==> src/hw/rtl/buddy_page_allocator_top_defines.svh <==
// Assertion macros used by the buddy page allocator sequencer
`ifndef BUDDY_PAGE_ALLOCATOR_TOP_DEFINES_SVH
`define BUDDY_PAGE_ALLOCATOR_TOP_DEFINES_SVH

// Same-cycle implication, disabled while reset is high
`define BPA_ASSERT_IMP(lbl, clk, rst, ante, cons, msg) \
  lbl: assert property (@(posedge clk) disable iff (rst) (ante) |-> (cons)) \
    else $error(msg);

// Next-cycle implication, disabled while reset is high
`define BPA_ASSERT_NXT(lbl, clk, rst, ante, cons, msg) \
  lbl: assert property (@(posedge clk) disable iff (rst) (ante) |=> (cons)) \
    else $error(msg);

`endif

==> src/hw/rtl/bpa_pkg.sv <==
// Shared types, codes and defaults for the buddy page allocator
`timescale 1ns / 1ps
package bpa_pkg;

  // Default sizing
  localparam int MAX_ORDER_LEVEL_DEF = 10;
  localparam int PAGE_SHIFT_DEF      = 12;
  localparam int NUM_PAGES_DEF       = 4096;

  // Configuration register indexes
  localparam logic REG_AREA_FIRST = 1'b0;
  localparam logic REG_REGION_END = 1'b1;

  // Result status codes
  localparam logic [2:0] STAT_OK       = 3'd0;
  localparam logic [2:0] STAT_NO_BLOCK = 3'd1;
  localparam logic [2:0] STAT_ORDER    = 3'd2;
  localparam logic [2:0] STAT_RANGE    = 3'd3;
  localparam logic [2:0] STAT_ALIGN    = 3'd4;

  // Datapath micro-operations
  typedef enum logic [4:0] {
    DP_NOP,
    DP_CLR,
    DP_LOAD,
    DP_CHK,
    DP_SETP,
    DP_INC,
    DP_DEC,
    DP_TAKE,
    DP_LDT,
    DP_ABS,
    DP_UL_RD,
    DP_UL_A,
    DP_UL_B,
    DP_BM_RD,
    DP_BM_WR,
    DP_PS_A,
    DP_PS_B,
    DP_MERGE,
    DP_RES
  } dp_op_t;

  // Controller states
  typedef enum logic [4:0] {
    S_CLEAR,
    S_IDLE,
    S_DISPATCH,
    S_RES,
    S_A_SEARCH,
    S_A_TAKE,
    S_A_MARK,
    S_A_LOOP,
    S_A_BUD,
    S_A_PUSH,
    S_A_FIN,
    S_F_CHK0,
    S_F_CHK1,
    S_M_LOOP,
    S_M_ABS,
    S_M_CHK,
    S_M_TEST,
    S_M_SETP,
    S_M_SETB,
    S_M_MERGE,
    S_F_FINAL,
    S_F_PUSH,
    S_F_FIN,
    S_UL_RD,
    S_UL_A,
    S_UL_B,
    S_BM_RD,
    S_BM_WR,
    S_PS_A,
    S_PS_B
  } bpa_state_t;

  // Command from controller to datapath
  typedef struct packed {
    dp_op_t     op;
    logic       sel_p;
    logic       bm_val;
    logic [2:0] status;
    logic       grant;
  } bpa_cmd_t;

  // Status from datapath to controller
  typedef struct packed {
    logic clr_last;
    logic cmd_free;
    logic ord_bad;
    logic c_over;
    logic head_hit;
    logic c_gt_req;
    logic c_at_max;
    logic bud_out;
    logic abs_bad;
    logic bit_set;
    logic range_bad;
    logic unal;
    logic out_free;
  } bpa_flags_t;

endpackage

==> src/hw/rtl/bpa_ctrl.sv <==
// Sequencer for the buddy page allocator
`timescale 1ns / 1ps
`include "buddy_page_allocator_top_defines.svh"
module bpa_ctrl
  import bpa_pkg::*;
(
  input  logic       clk,
  input  logic       rst,
  input  logic       in_valid,
  output logic       in_stall,
  input  bpa_flags_t flags,
  output bpa_cmd_t   cmd
);

  bpa_state_t state, state_next;
  bpa_state_t ret, ret_next;
  logic       sel_p, sel_p_next;
  logic       bm_val, bm_val_next;
  logic [2:0] res_code, res_code_next;
  logic       res_grant, res_grant_next;

  // State registers
  always_ff @(posedge clk) begin
    if (rst) begin
      state     <= S_CLEAR;
      ret       <= S_IDLE;
      sel_p     <= 1'b0;
      bm_val    <= 1'b0;
      res_code  <= STAT_OK;
      res_grant <= 1'b0;
    end else begin
      state     <= state_next;
      ret       <= ret_next;
      sel_p     <= sel_p_next;
      bm_val    <= bm_val_next;
      res_code  <= res_code_next;
      res_grant <= res_grant_next;
    end
  end

  // Next state and commands
  always_comb begin
    state_next     = state;
    ret_next       = ret;
    sel_p_next     = sel_p;
    bm_val_next    = bm_val;
    res_code_next  = res_code;
    res_grant_next = res_grant;
    in_stall       = 1'b1;
    cmd.op         = DP_NOP;
    cmd.sel_p      = sel_p;
    cmd.bm_val     = bm_val;
    cmd.status     = res_code;
    cmd.grant      = res_grant;
    unique case (state)
      S_CLEAR: begin
        cmd.op = DP_CLR;
        if (flags.clr_last) state_next = S_IDLE;
      end
      S_IDLE: begin
        in_stall = 1'b0;
        if (in_valid) begin
          cmd.op     = DP_LOAD;
          state_next = S_DISPATCH;
        end
      end
      S_DISPATCH: begin
        if (flags.cmd_free) begin
          state_next = S_F_CHK0;
        end else if (flags.ord_bad) begin
          res_code_next  = STAT_ORDER;
          res_grant_next = 1'b0;
          state_next     = S_RES;
        end else begin
          state_next = S_A_SEARCH;
        end
      end
      S_RES: begin
        if (flags.out_free) begin
          cmd.op     = DP_RES;
          state_next = S_IDLE;
        end
      end
      // allocate: find lowest non-empty list
      S_A_SEARCH: begin
        if (flags.c_over) begin
          res_code_next  = STAT_NO_BLOCK;
          res_grant_next = 1'b0;
          state_next     = S_RES;
        end else if (flags.head_hit) begin
          state_next = S_A_TAKE;
        end else begin
          cmd.op = DP_INC;
        end
      end
      S_A_TAKE: begin
        cmd.op     = DP_TAKE;
        sel_p_next = 1'b1;
        ret_next   = S_A_MARK;
        state_next = S_UL_RD;
      end
      S_A_MARK: begin
        sel_p_next  = 1'b1;
        bm_val_next = 1'b1;
        ret_next    = S_A_LOOP;
        state_next  = S_BM_RD;
      end
      S_A_LOOP: begin
        if (flags.c_gt_req) begin
          cmd.op     = DP_DEC;
          state_next = S_A_BUD;
        end else begin
          sel_p_next  = 1'b1;
          bm_val_next = 1'b1;
          ret_next    = S_A_FIN;
          state_next  = S_BM_RD;
        end
      end
      S_A_BUD: begin
        if (flags.bud_out) begin
          state_next = S_A_LOOP;
        end else begin
          cmd.op      = DP_LDT;
          sel_p_next  = 1'b0;
          bm_val_next = 1'b0;
          ret_next    = S_A_PUSH;
          state_next  = S_BM_RD;
        end
      end
      S_A_PUSH: begin
        sel_p_next = 1'b0;
        ret_next   = S_A_LOOP;
        state_next = S_PS_A;
      end
      S_A_FIN: begin
        res_code_next  = STAT_OK;
        res_grant_next = 1'b1;
        state_next     = S_RES;
      end
      // free: checks
      S_F_CHK0: begin
        cmd.op     = DP_CHK;
        state_next = S_F_CHK1;
      end
      S_F_CHK1: begin
        cmd.op         = DP_SETP;
        res_grant_next = 1'b0;
        if (flags.range_bad) begin
          res_code_next = STAT_RANGE;
          state_next    = S_RES;
        end else if (flags.ord_bad) begin
          res_code_next = STAT_ORDER;
          state_next    = S_RES;
        end else if (flags.unal) begin
          res_code_next = STAT_ALIGN;
          state_next    = S_RES;
        end else begin
          state_next = S_M_LOOP;
        end
      end
      // free: merge with buddies
      S_M_LOOP: begin
        if (flags.c_at_max || flags.bud_out) begin
          state_next = S_F_FINAL;
        end else begin
          cmd.op     = DP_LDT;
          state_next = S_M_ABS;
        end
      end
      S_M_ABS: begin
        cmd.op     = DP_ABS;
        state_next = S_M_CHK;
      end
      S_M_CHK: begin
        if (flags.abs_bad) begin
          state_next = S_F_FINAL;
        end else begin
          cmd.op     = DP_BM_RD;
          cmd.sel_p  = 1'b0;
          state_next = S_M_TEST;
        end
      end
      S_M_TEST: begin
        if (flags.bit_set) begin
          state_next = S_F_FINAL;
        end else begin
          sel_p_next = 1'b0;
          ret_next   = S_M_SETP;
          state_next = S_UL_RD;
        end
      end
      S_M_SETP: begin
        sel_p_next  = 1'b1;
        bm_val_next = 1'b1;
        ret_next    = S_M_SETB;
        state_next  = S_BM_RD;
      end
      S_M_SETB: begin
        sel_p_next  = 1'b0;
        bm_val_next = 1'b1;
        ret_next    = S_M_MERGE;
        state_next  = S_BM_RD;
      end
      S_M_MERGE: begin
        cmd.op     = DP_MERGE;
        state_next = S_M_LOOP;
      end
      S_F_FINAL: begin
        sel_p_next  = 1'b1;
        bm_val_next = 1'b0;
        ret_next    = S_F_PUSH;
        state_next  = S_BM_RD;
      end
      S_F_PUSH: begin
        sel_p_next = 1'b1;
        ret_next   = S_F_FIN;
        state_next = S_PS_A;
      end
      S_F_FIN: begin
        res_code_next  = STAT_OK;
        res_grant_next = 1'b0;
        state_next     = S_RES;
      end
      // shared sequences: unlink, bitmap update, push
      S_UL_RD: begin
        cmd.op     = DP_UL_RD;
        state_next = S_UL_A;
      end
      S_UL_A: begin
        cmd.op     = DP_UL_A;
        state_next = S_UL_B;
      end
      S_UL_B: begin
        cmd.op     = DP_UL_B;
        state_next = ret;
      end
      S_BM_RD: begin
        cmd.op     = DP_BM_RD;
        state_next = S_BM_WR;
      end
      S_BM_WR: begin
        cmd.op     = DP_BM_WR;
        state_next = ret;
      end
      S_PS_A: begin
        cmd.op     = DP_PS_A;
        state_next = S_PS_B;
      end
      S_PS_B: begin
        cmd.op     = DP_PS_B;
        state_next = ret;
      end
      default: state_next = S_IDLE;
    endcase
  end

  // Checks
  `BPA_ASSERT_NXT(a_accept_dispatch, clk, rst, state == S_IDLE && in_valid,
                  state == S_DISPATCH, "accepted transfer not dispatched")
  `BPA_ASSERT_NXT(a_clear_holds, clk, rst, state == S_CLEAR && !flags.clr_last,
                  state == S_CLEAR, "clearing pass left early")
  `BPA_ASSERT_NXT(a_unlink_return, clk, rst, state == S_UL_B,
                  state == $past(ret), "unlink did not return to caller")
  `BPA_ASSERT_IMP(a_take_hit, clk, rst, state == S_A_TAKE,
                  flags.head_hit && !flags.c_over, "took from an empty list")

endmodule

==> config.mk <==
export PLATFORM = sky130hd
export DESIGN_NAME = bpa_ctrl
export DESIGN_NICKNAME = d
export VERILOG_FILES = /design/src/hw/rtl/bpa_pkg.sv /design/src/hw/rtl/bpa_ctrl.sv
export VERILOG_INCLUDE_DIRS = /design/src /design/src/hw/rtl
export SDC_FILE = /design/constraint.sdc
export NUM_CORES = 1
export LEC_CHECK = 0
export BUFFER_PORTS_ARGS = -buffer_cell sky130_fd_sc_hd__buf_2
export CORE_ASPECT_RATIO = 0.6
export CORE_MARGIN = 2
export CORE_UTILIZATION = 30
export DETAILED_ROUTE_END_ITERATION = 8
export GPL_TIMING_DRIVEN = 0
export HOLD_SLACK_MARGIN = 0.15
export PLACE_DENSITY = 0.61
export SYNTH_ARGS = -nofsm -noshare
export SYNTH_HDL_FRONTEND = slang
export SYNTH_SLANG_ARGS = --single-unit
==> constraint.sdc <==
create_clock -name clk -period 1.53 [get_ports clk]
set_input_delay 0.2295 -clock clk [delete_from_list [all_inputs] [get_ports clk]]
set_output_delay 0.2295 -clock clk [all_outputs]
set_load 0.05 [all_outputs]
**Word-level counts from Yosys, hierarchy flattened**

Index checks and enable logic that the tools add are counted.

- Logic and storage cells: 115
- Output and inout bits: 12
- Register bits after elaboration: 16
- Input port bits: 16

- Equal/unequal tests: 40
- Muxes and demuxes: 47
- Reduce and logical (&&, ||, !) cells: 22

Operator list:

| operator | number |
|---|---|
| one-hot mux 5 bit (23 select lines) | 1 |
| one-hot mux 5 bit (20 select lines) | 1 |
| == test 5 bit (second input constant) | 14 |
| two-way mux 5 bit | 13 |
| one-hot mux 5 bit (9 select lines) | 1 |
| == test 5 x 4 -> 1 bit (second input constant) | 8 |
| two-way mux 3 bit | 11 |
| two-way mux 4 bit | 6 |
| == test 5 x 3 -> 1 bit (second input constant) | 4 |
| inequality test 2 bit (second input constant) | 9 |
| AND reduction 4 bit | 4 |
| one-hot mux 3 bit (4 select lines) | 1 |
| nonzero test 4 bit | 3 |
| == test 5 x 2 -> 1 bit (second input constant) | 2 |
| OR reduction 2 bit | 5 |
| nonzero test 9 bit | 1 |
| two-way mux 1 bit | 8 |
| one-hot mux 1 bit (4 select lines) | 2 |
| OR reduction 3 bit | 2 |
| == test 5 x 1 -> 1 bit (second input constant) | 1 |
| logical NOT 5 bit | 1 |
| one-hot mux 1 bit (5 select lines) | 1 |
| AND reduction 5 bit | 1 |
| nonzero test 5 bit | 1 |
| 7 further kinds | 8 |

**Logic depth before layout (Yosys ltp)**

Gate-level depths: netlist of run 1.

- Depth after elaboration: 4
- Mapped depth: 8
- Mapped depth without buffers: 5

**Least setup slack after synthesis of run 1**

OpenSTA, ideal clock, no wires.

- Path kind: reg-to-output
- From: reg state[4]
- To: out cmd[8] in the netlist's numbering
- Path slack: -1.031 ns
- Path buffers: 4
- Data required time: 1.300 ns
- Arrival time: 2.332 ns
- Cell stages (with the launch flop): 8
- Path through: dfxtp_1 > buf_6 > buf_2 > buf_4 > buf_2 > o31ai_1 > a221oi_1 > o21ai_0

RTL lines:

| what | line | source |
|---|---|---|
| start, declared | bpa_ctrl.sv:15 | `bpa_state_t state, state_next;` |
| start signal, assigned | bpa_ctrl.sv:32 | `state <= state_next;` |
| end, declared | bpa_ctrl.sv:12 | `output bpa_cmd_t cmd` |

**Worst setup path in the final report of run 1**

- From: reg state[4]
- To: reg ret[1]

- Word-level cells in the longest chain between the ends: 4
- Elaborated cells on any way between the ends: 17
- Classes of those cells: 13 x eq/ne; 1 x mux; 3 x reduce/logical

Ends and longest elaborated chain:

| what | line | source |
|---|---|---|
| == test 5 x 4 -> 1 bit or == test 5 x 3 -> 1 bit (tied branches) | bpa_ctrl.sv:55 | `unique case (state)` |
| OR reduction 2 bit (no line) | n/a |  |
| nonzero test 9 bit (no line) | n/a |  |
| AND reduction 4 bit (no line) | n/a |  |
| end signal, assigned | bpa_ctrl.sv:33 | `ret <= ret_next;` |
| end, declared | bpa_ctrl.sv:16 | `bpa_state_t ret, ret_next;` |

Several ways; a longest one is shown, not always the timed one.
A chain may end at the register's enable or synchronous reset.

==> impl_metrics.env, run 1 <==
export IMPL_clk_path_buf_depth=2
export IMPL_max_slew_worst_pin_slew_ns=0.8026
export IMPL_cpPeakStageDelay_ns=0.36
export IMPL_dpl_hpwl_um=6215
export IMPL_grt_max_degree=11
export IMPL_multi_input_area_um2=1755
export IMPL_synth_edf_count=0
export IMPL_dr_total_vias=2757
export IMPL_worst_path_buf_inv=4
export IMPL_fin_ws_ns=-0.5116
export IMPL_place_congestion=0.9780
export IMPL_layout_commonest_cell="buf_4"
export IMPL_post_route_period_util=1.334
export IMPL_cp_start_kind="register"
export IMPL_cp_arrival_ns=2.16
export IMPL_drt_wl_total_um=10190
export IMPL_postSynthAreaPerCell_um2=6.865
export IMPL_yosysWarningCount=0
export IMPL_timing_setup_tns_ns=-9.027
export IMPL_syn_cell_area_um2=1805
export IMPL_fp_dieW_um=104.2
export IMPL_holdWs_ns=0.3143
export IMPL_busiest_layer="met2"
export IMPL_cts_clk_slew_worst_paths_ns=0.08
export IMPL_final_nets=372
export IMPL_avgViaCountPerCell=6.353
export IMPL_rsz0062_at_grt="true"
export IMPL_cp_slowest_cell="dfxtp_2"
export IMPL_synth_cell_type_count=58
export IMPL_seqCellArea_um2=334.1
export IMPL_port_buffers=26
export IMPL_use_met3=0.07041
export IMPL_io_pins=28
export IMPL_hold_viol=0
export IMPL_clock_sinks=16
export IMPL_numCtsBuffers=3
export IMPL_drtIter0Drc=425
export IMPL_drive_gt1_frac=0.5593
export IMPL_path_cells="buf_6, buf_4, buf_6, nor2b_2, nand4_1, o211ai_4, buf_4, mux2i_1, nor2_1"
export IMPL_wl_per_cell_um=23.47
export IMPL_fmax_mhz=489.8
export IMPL_yosysSeqAreaShare=0.1774
export IMPL_hold_path_class="input port to register"
export IMPL_violations="setup timing"
export IMPL_finalSetupViolCount=23
export IMPL_p_leak_nw=1.326
export IMPL_synth_net_count=279
export IMPL_slew_headroom=0.4649
export IMPL_synthCells=263
export IMPL_synthFlopType="dfxtp_1"
export IMPL_maxCapViolations=0
export IMPL_grt_pass1_wl_um=14170
export IMPL_cts_root_buffer="clkbuf_8"
export IMPL_ys_ff_latch=16
export IMPL_insertion_delay_ns=0.26
export IMPL_worst_clock_skew_ns=0.01199
export IMPL_n_antenna_cell=0
export IMPL_synthArstFlopShare=0
export IMPL_crit_path_end_kind="register"
export IMPL_fill_cells=487
export IMPL_cp_top_family="simple AND/OR/NAND/NOR gates"
export IMPL_drv_slew=0
export IMPL_crit_type="register to register"
export IMPL_htree_levels=1
export IMPL_overflow=0
export IMPL_dieArea_um2=6675
export IMPL_ir_drop_v=0.0009032
export IMPL_route_detailed_drc=0
export IMPL_fin_crit_ns=2.042
export IMPL_grt_total_usage=0.2797
export IMPL_antenna_found_initial=0
export IMPL_cellPowerDensity_nw_per_um2=2521
export IMPL_synthToLayoutAreaGrowth_pct=85.17
export IMPL_initial_utilization=0.3167
export IMPL_cts_tree="yes"
export IMPL_drt_pre_antenna_iters=5
export IMPL_row_count=21
export IMPL_cp_max_fo=6
export IMPL_coreArea_um2=5702
export IMPL_grt_pass1_vias=2428
export IMPL_mostFrequentLayoutCells="buf_4 (55), buf_2 (21), nor2_1 (18), a21oi_1 (17), buf_6 (16)"
export IMPL_use_met2=0.4268
export IMPL_outcome="finished, violations left"
export IMPL_ant_nets=0
export IMPL_critPathRequiredTime_ns=1.65
export IMPL_p_total_mw=8.427
export IMPL_die_y_um=64.09
export IMPL_met1_usage=0.3908
## power breakdown
part	switching, mW	total, mW	internal [mW]
clock network	0.172	0.348	0.176
registers	0.140	0.731	0.591
logic	3.99	7.35	3.36
total	4.30	8.43	4.12
## stage by stage
| step | setup slack (ns) | util | instance area [µm²] | std cells |
|---|---|---|---|---|
| final | -0.5116 | 0.5864 | 3343 | 434 |
| after global routing | -0.5468 | 0.5864 | 3343 | 434 |
| after CTS | -0.4269 | 0.5027 | 2867 | 403 |
| after detailed placement | -0.7592 | 0.3779 | 2155 | 369 |
| after global placement | -0.7919 | 0.3779 | 2155 | 369 |
| after floorplan | -0.3106 | - | 1924 | 263 |
## flip-flops by register name, summed over array words and instances (netlist names)
name and count:
ret 5, res_code 3, bm_val 1, sel_p 1, state 5, res_grant 1
## cell usage after synthesis, types with 4 or more instances
cell	number	share of area
a2111oi_0	7	0.034
a211oi_1	4	0.017
a21oi_1	29	0.080
a31oi_1	5	0.017
buf_2	10	0.028
buf_4	5	0.021
clkbuf_1	11	0.023
dfxtp_1	16	0.18
nand2_1	22	0.046
nand2b_1	8	0.028
nand3_1	4	0.011
nor2_1	23	0.048
nor2b_1	6	0.021
nor3_1	12	0.033
o21ai_0	24	0.067
o22ai_1	5	0.017
or2_2	4	0.014
or3_1	6	0.021
## cell families (layout without fill, tap and decap cells)
| logic type | count (synthesis) | count (layout) | share of synthesized area |
|---|---|---|---|
| AOI/OAI and AO/OA | 108 | 108 | 0.4144 |
| DFF | 16 | 16 | 0.1774 |
| muxes | 1 | 1 | 0.005544 |
| xor gates and xnor gates | 2 | 2 | 0.009704 |
| and+or+nand+nor | 105 | 105 | 0.3070 |
| buffers and inverters | 31 | 122 | 0.08593 |
## area by class of cell
class                      instances  share of cell area
inverter                           4            0.005614
multi-input combinational        216              0.5251
timing repair buffer              89              0.2129
tap                               80             0.02994
sequential                        16             0.09992
clock buffer                       3             0.01235
buffer                            26              0.1141
## per-layer routing
| metal | wire length, µm | vias up |
|---|---|---|
| met4 | 563 | 0 |
| met2 | 4215 | 238 |
| met3 | 1391 | 61 |
| li1 | - | 1173 |
| met5 | 0 | - |
| met1 | 4016 | 1285 |
## worst register-to-register path: cells and delay by family, from the launching register on
family	cells	cell delay, ns
multiplexers	1	0.17
AND/OR/NAND/NOR	3	0.63
AO/OA/AOI/OAI	1	0.21
buffers and inverters	4	0.54
flip-flops	1	0.36
## timing repair
action	in CTS	in global routing
resized for setup	109	55
setup buffers	32	31
setup endpoints to repair	23	23
pin swaps	20	25
hold buffers	0	0
## path summary, 6_finish.rpt
path / from / endpoint / slack (ns) / cells past startpoint
setup / recovery: state[4]$_SDFFE_PP0P_ / ret[1]$_SDFFE_PP0P_ / -0.51 / 9
hold / removal: flags[2] / res_code[2]$_SDFFE_PP0P_ / 0.31 / 4
hold reg to reg: ret[4]$_SDFFE_PP0P_ / ret[4]$_SDFFE_PP0P_ / 0.46 / 2
setup reg to reg: state[4]$_SDFFE_PP0P_ / ret[1]$_SDFFE_PP0P_ / -0.51 / 9
(Power assumes the default switching activity.)
==> run 2, diff against run 1 <==
Settings changed: ABC_CLOCK_PERIOD_IN_PS set to 2050, PLACE_DENSITY 0.61 to 0.6.
Clock period 1.53 ns to 2.05 ns, I/O delays scaled along.
==> impl_metrics.env, run 2 (same netlist as run 1, synthesis figures left out) <==
export IMPL_layout_commonest_cell="buf_4"
export IMPL_port_buffers=26
export IMPL_grt_pass1_wl_um=12980
export IMPL_dpl_hpwl_um=5888
export IMPL_insertion_delay_ns=0.26
export IMPL_die_y_um=64.09
export IMPL_drive_gt1_frac=0.4227
export IMPL_crit_type="register to output pin"
export IMPL_grt_total_usage=0.2529
export IMPL_n_antenna_cell=0
export IMPL_initial_utilization=0.3167
export IMPL_cts_clk_slew_worst_paths_ns=0.08
export IMPL_slew_headroom=0.5384
export IMPL_rsz0062_at_grt="true"
export IMPL_biggestRegsByFlops="ret: 5 flops, state: 5 flops, res_code: 3 flops"
export IMPL_fp_dieW_um=104.2
export IMPL_max_slew_worst_pin_slew_ns=0.6924
export IMPL_place_congestion=0.9585
export IMPL_p_leak_nw=1.020
export IMPL_maxCapViolations=0
export IMPL_hold_path_class="input port to register"
export IMPL_hold_buffers=0
export IMPL_finalSetupViolCount=4
export IMPL_synthToLayoutAreaGrowth_pct=52.60
export IMPL_dr_total_vias=2535
export IMPL_dieArea_um2=6675
export IMPL_worst_clock_skew_ns=0.002820
export IMPL_drtIter0Drc=402
export IMPL_fin_ws_ns=-0.04175
export IMPL_drt_pre_antenna_iters=6
export IMPL_hold_viol=0
export IMPL_htree_levels=1
export IMPL_post_route_period_util=1.020
export IMPL_numCtsBuffers=3
export IMPL_multi_input_area_um2=1589
export IMPL_clock_sinks=16
export IMPL_io_pins=28
export IMPL_row_count=21
export IMPL_clk_path_buf_depth=2
export IMPL_fill_cells=554
export IMPL_cellPowerDensity_nw_per_um2=1853
export IMPL_cp_arrival_ns=1.78
export IMPL_grt_pass1_vias=2251
export IMPL_seqCellArea_um2=330.3
export IMPL_cp_max_fo=7
export IMPL_critPathRequiredTime_ns=1.74
export IMPL_outcome="finished, violations left"
export IMPL_ir_drop_v=0.0007439
export IMPL_ant_nets=0
export IMPL_fmax_mhz=478.1
export IMPL_overflow=0
export IMPL_cts_root_buffer="clkbuf_8"
export IMPL_avgViaCountPerCell=6.385
export IMPL_final_nets=334
export IMPL_violations="setup timing"
export IMPL_antenna_found_initial=0
export IMPL_cts_tree="yes"
export IMPL_post_route_util=0.4832
export IMPL_fin_crit_ns=2.092
export IMPL_p_total_mw=5.105
export IMPL_coreArea_um2=5702
export IMPL_drv_slew=0
export IMPL_wl_per_cell_um=22.11
export IMPL_mostFrequentLayoutCells="buf_4 (28), a21oi_1 (26), buf_2 (22), nor2_1 (20), o21ai_0 (19)"
export IMPL_grt_max_degree=12
export IMPL_route_detailed_drc=0
export IMPL_cp_start_kind="register"
export IMPL_drt_wl_total_um=8779
export IMPL_crit_path_end_kind="output pin"
==> run 2: cell types whose count changed in the layout (fill, tap and decap cells not counted), sizes merged <==
cell | before | now
buf | 107 | 72
clkbuf | 11 | 9
==> run 2: timing repair <==
action                                  4_1_cts  5_1_grt
resized for setup                            85       40
pin swaps                                     9       14
endpoints found under the setup margin        9       14
hold endpoints to repair                      0        0
buffers inserted                             17       10
==> run 2: metrics by stage <==
| stage | worst slack [ns] | instances | hold slack, ns | setup TNS [ns] | instance area, µm² |
|---|---|---|---|---|---|
| after floorplan | 0.02176 | 263 | 0.4321 | 0 | 1831 |
| after global placement | -0.5285 | 369 | 0.4447 | -2.633 | 2061 |
| after detailed placement | -0.4447 | 369 | 0.4491 | -2.051 | 2061 |
| after CTS | -0.03848 | 388 | 0.3522 | -0.09955 | 2536 |
| after global routing | -0.05517 | 397 | 0.3928 | -0.2578 | 2755 |
| final | -0.04175 | 397 | 0.3570 | -0.08821 | 2755 |
==> run 2: final timing paths <==
path	from	to	slack, ns	depth (start not counted)
setup reg to reg	state[4]$_SDFFE_PP0P_	state[2]$_SDFFE_PP0P_	0.03	10
setup / recovery	state[4]$_SDFFE_PP0P_	cmd[8]	-0.04	9
hold reg to reg	ret[3]$_SDFFE_PP0P_	ret[3]$_SDFFE_PP0P_	0.46	2
hold / removal	flags[2]	res_code[2]$_SDFFE_PP0P_	0.36	4
==> run 2: layout make-up <==
cell class / count / area share
Timing Repair Buffer: 53 / 0.1362
Clock buffer: 4 / 0.01998
Buffer: 24 / 0.1040
Sequential cell: 16 / 0.1199
Tap cell: 80 / 0.03633
Inverter: 4 / 0.006812
Multi-Input combinational cell: 216 / 0.5767
==> run 2: critical path, cell delays in order (launching register included) <==
cell	delay [ns]
dfxtp_2	0.35
buf_6	0.12
buf_8	0.13
buf_8	0.12
buf_8	0.13
nand2_4	0.08
o31ai_4	0.07
a221oi_2	0.27
o21ai_2	0.09
buf_6	0.16
==> run 2: power by group <==
part           leakage [nW]  internal (mW)  switching (mW)  total (mW)
Sequential            0.133          0.435           0.105       0.540
Clock                0.0288          0.171           0.134       0.305
Combinational         0.858           1.72            2.54        4.26
Total                  1.02           2.33            2.78        5.10
==> run 2: routing by layer <==
layer  global-route usage  part of all wire  up-vias
li1                     -                 -     1101
met1               0.3795              0.44     1186
met2               0.3610              0.40      215
met3              0.07347              0.14       33
met4              0.03378             0.023        0
met5                    0                 0        -
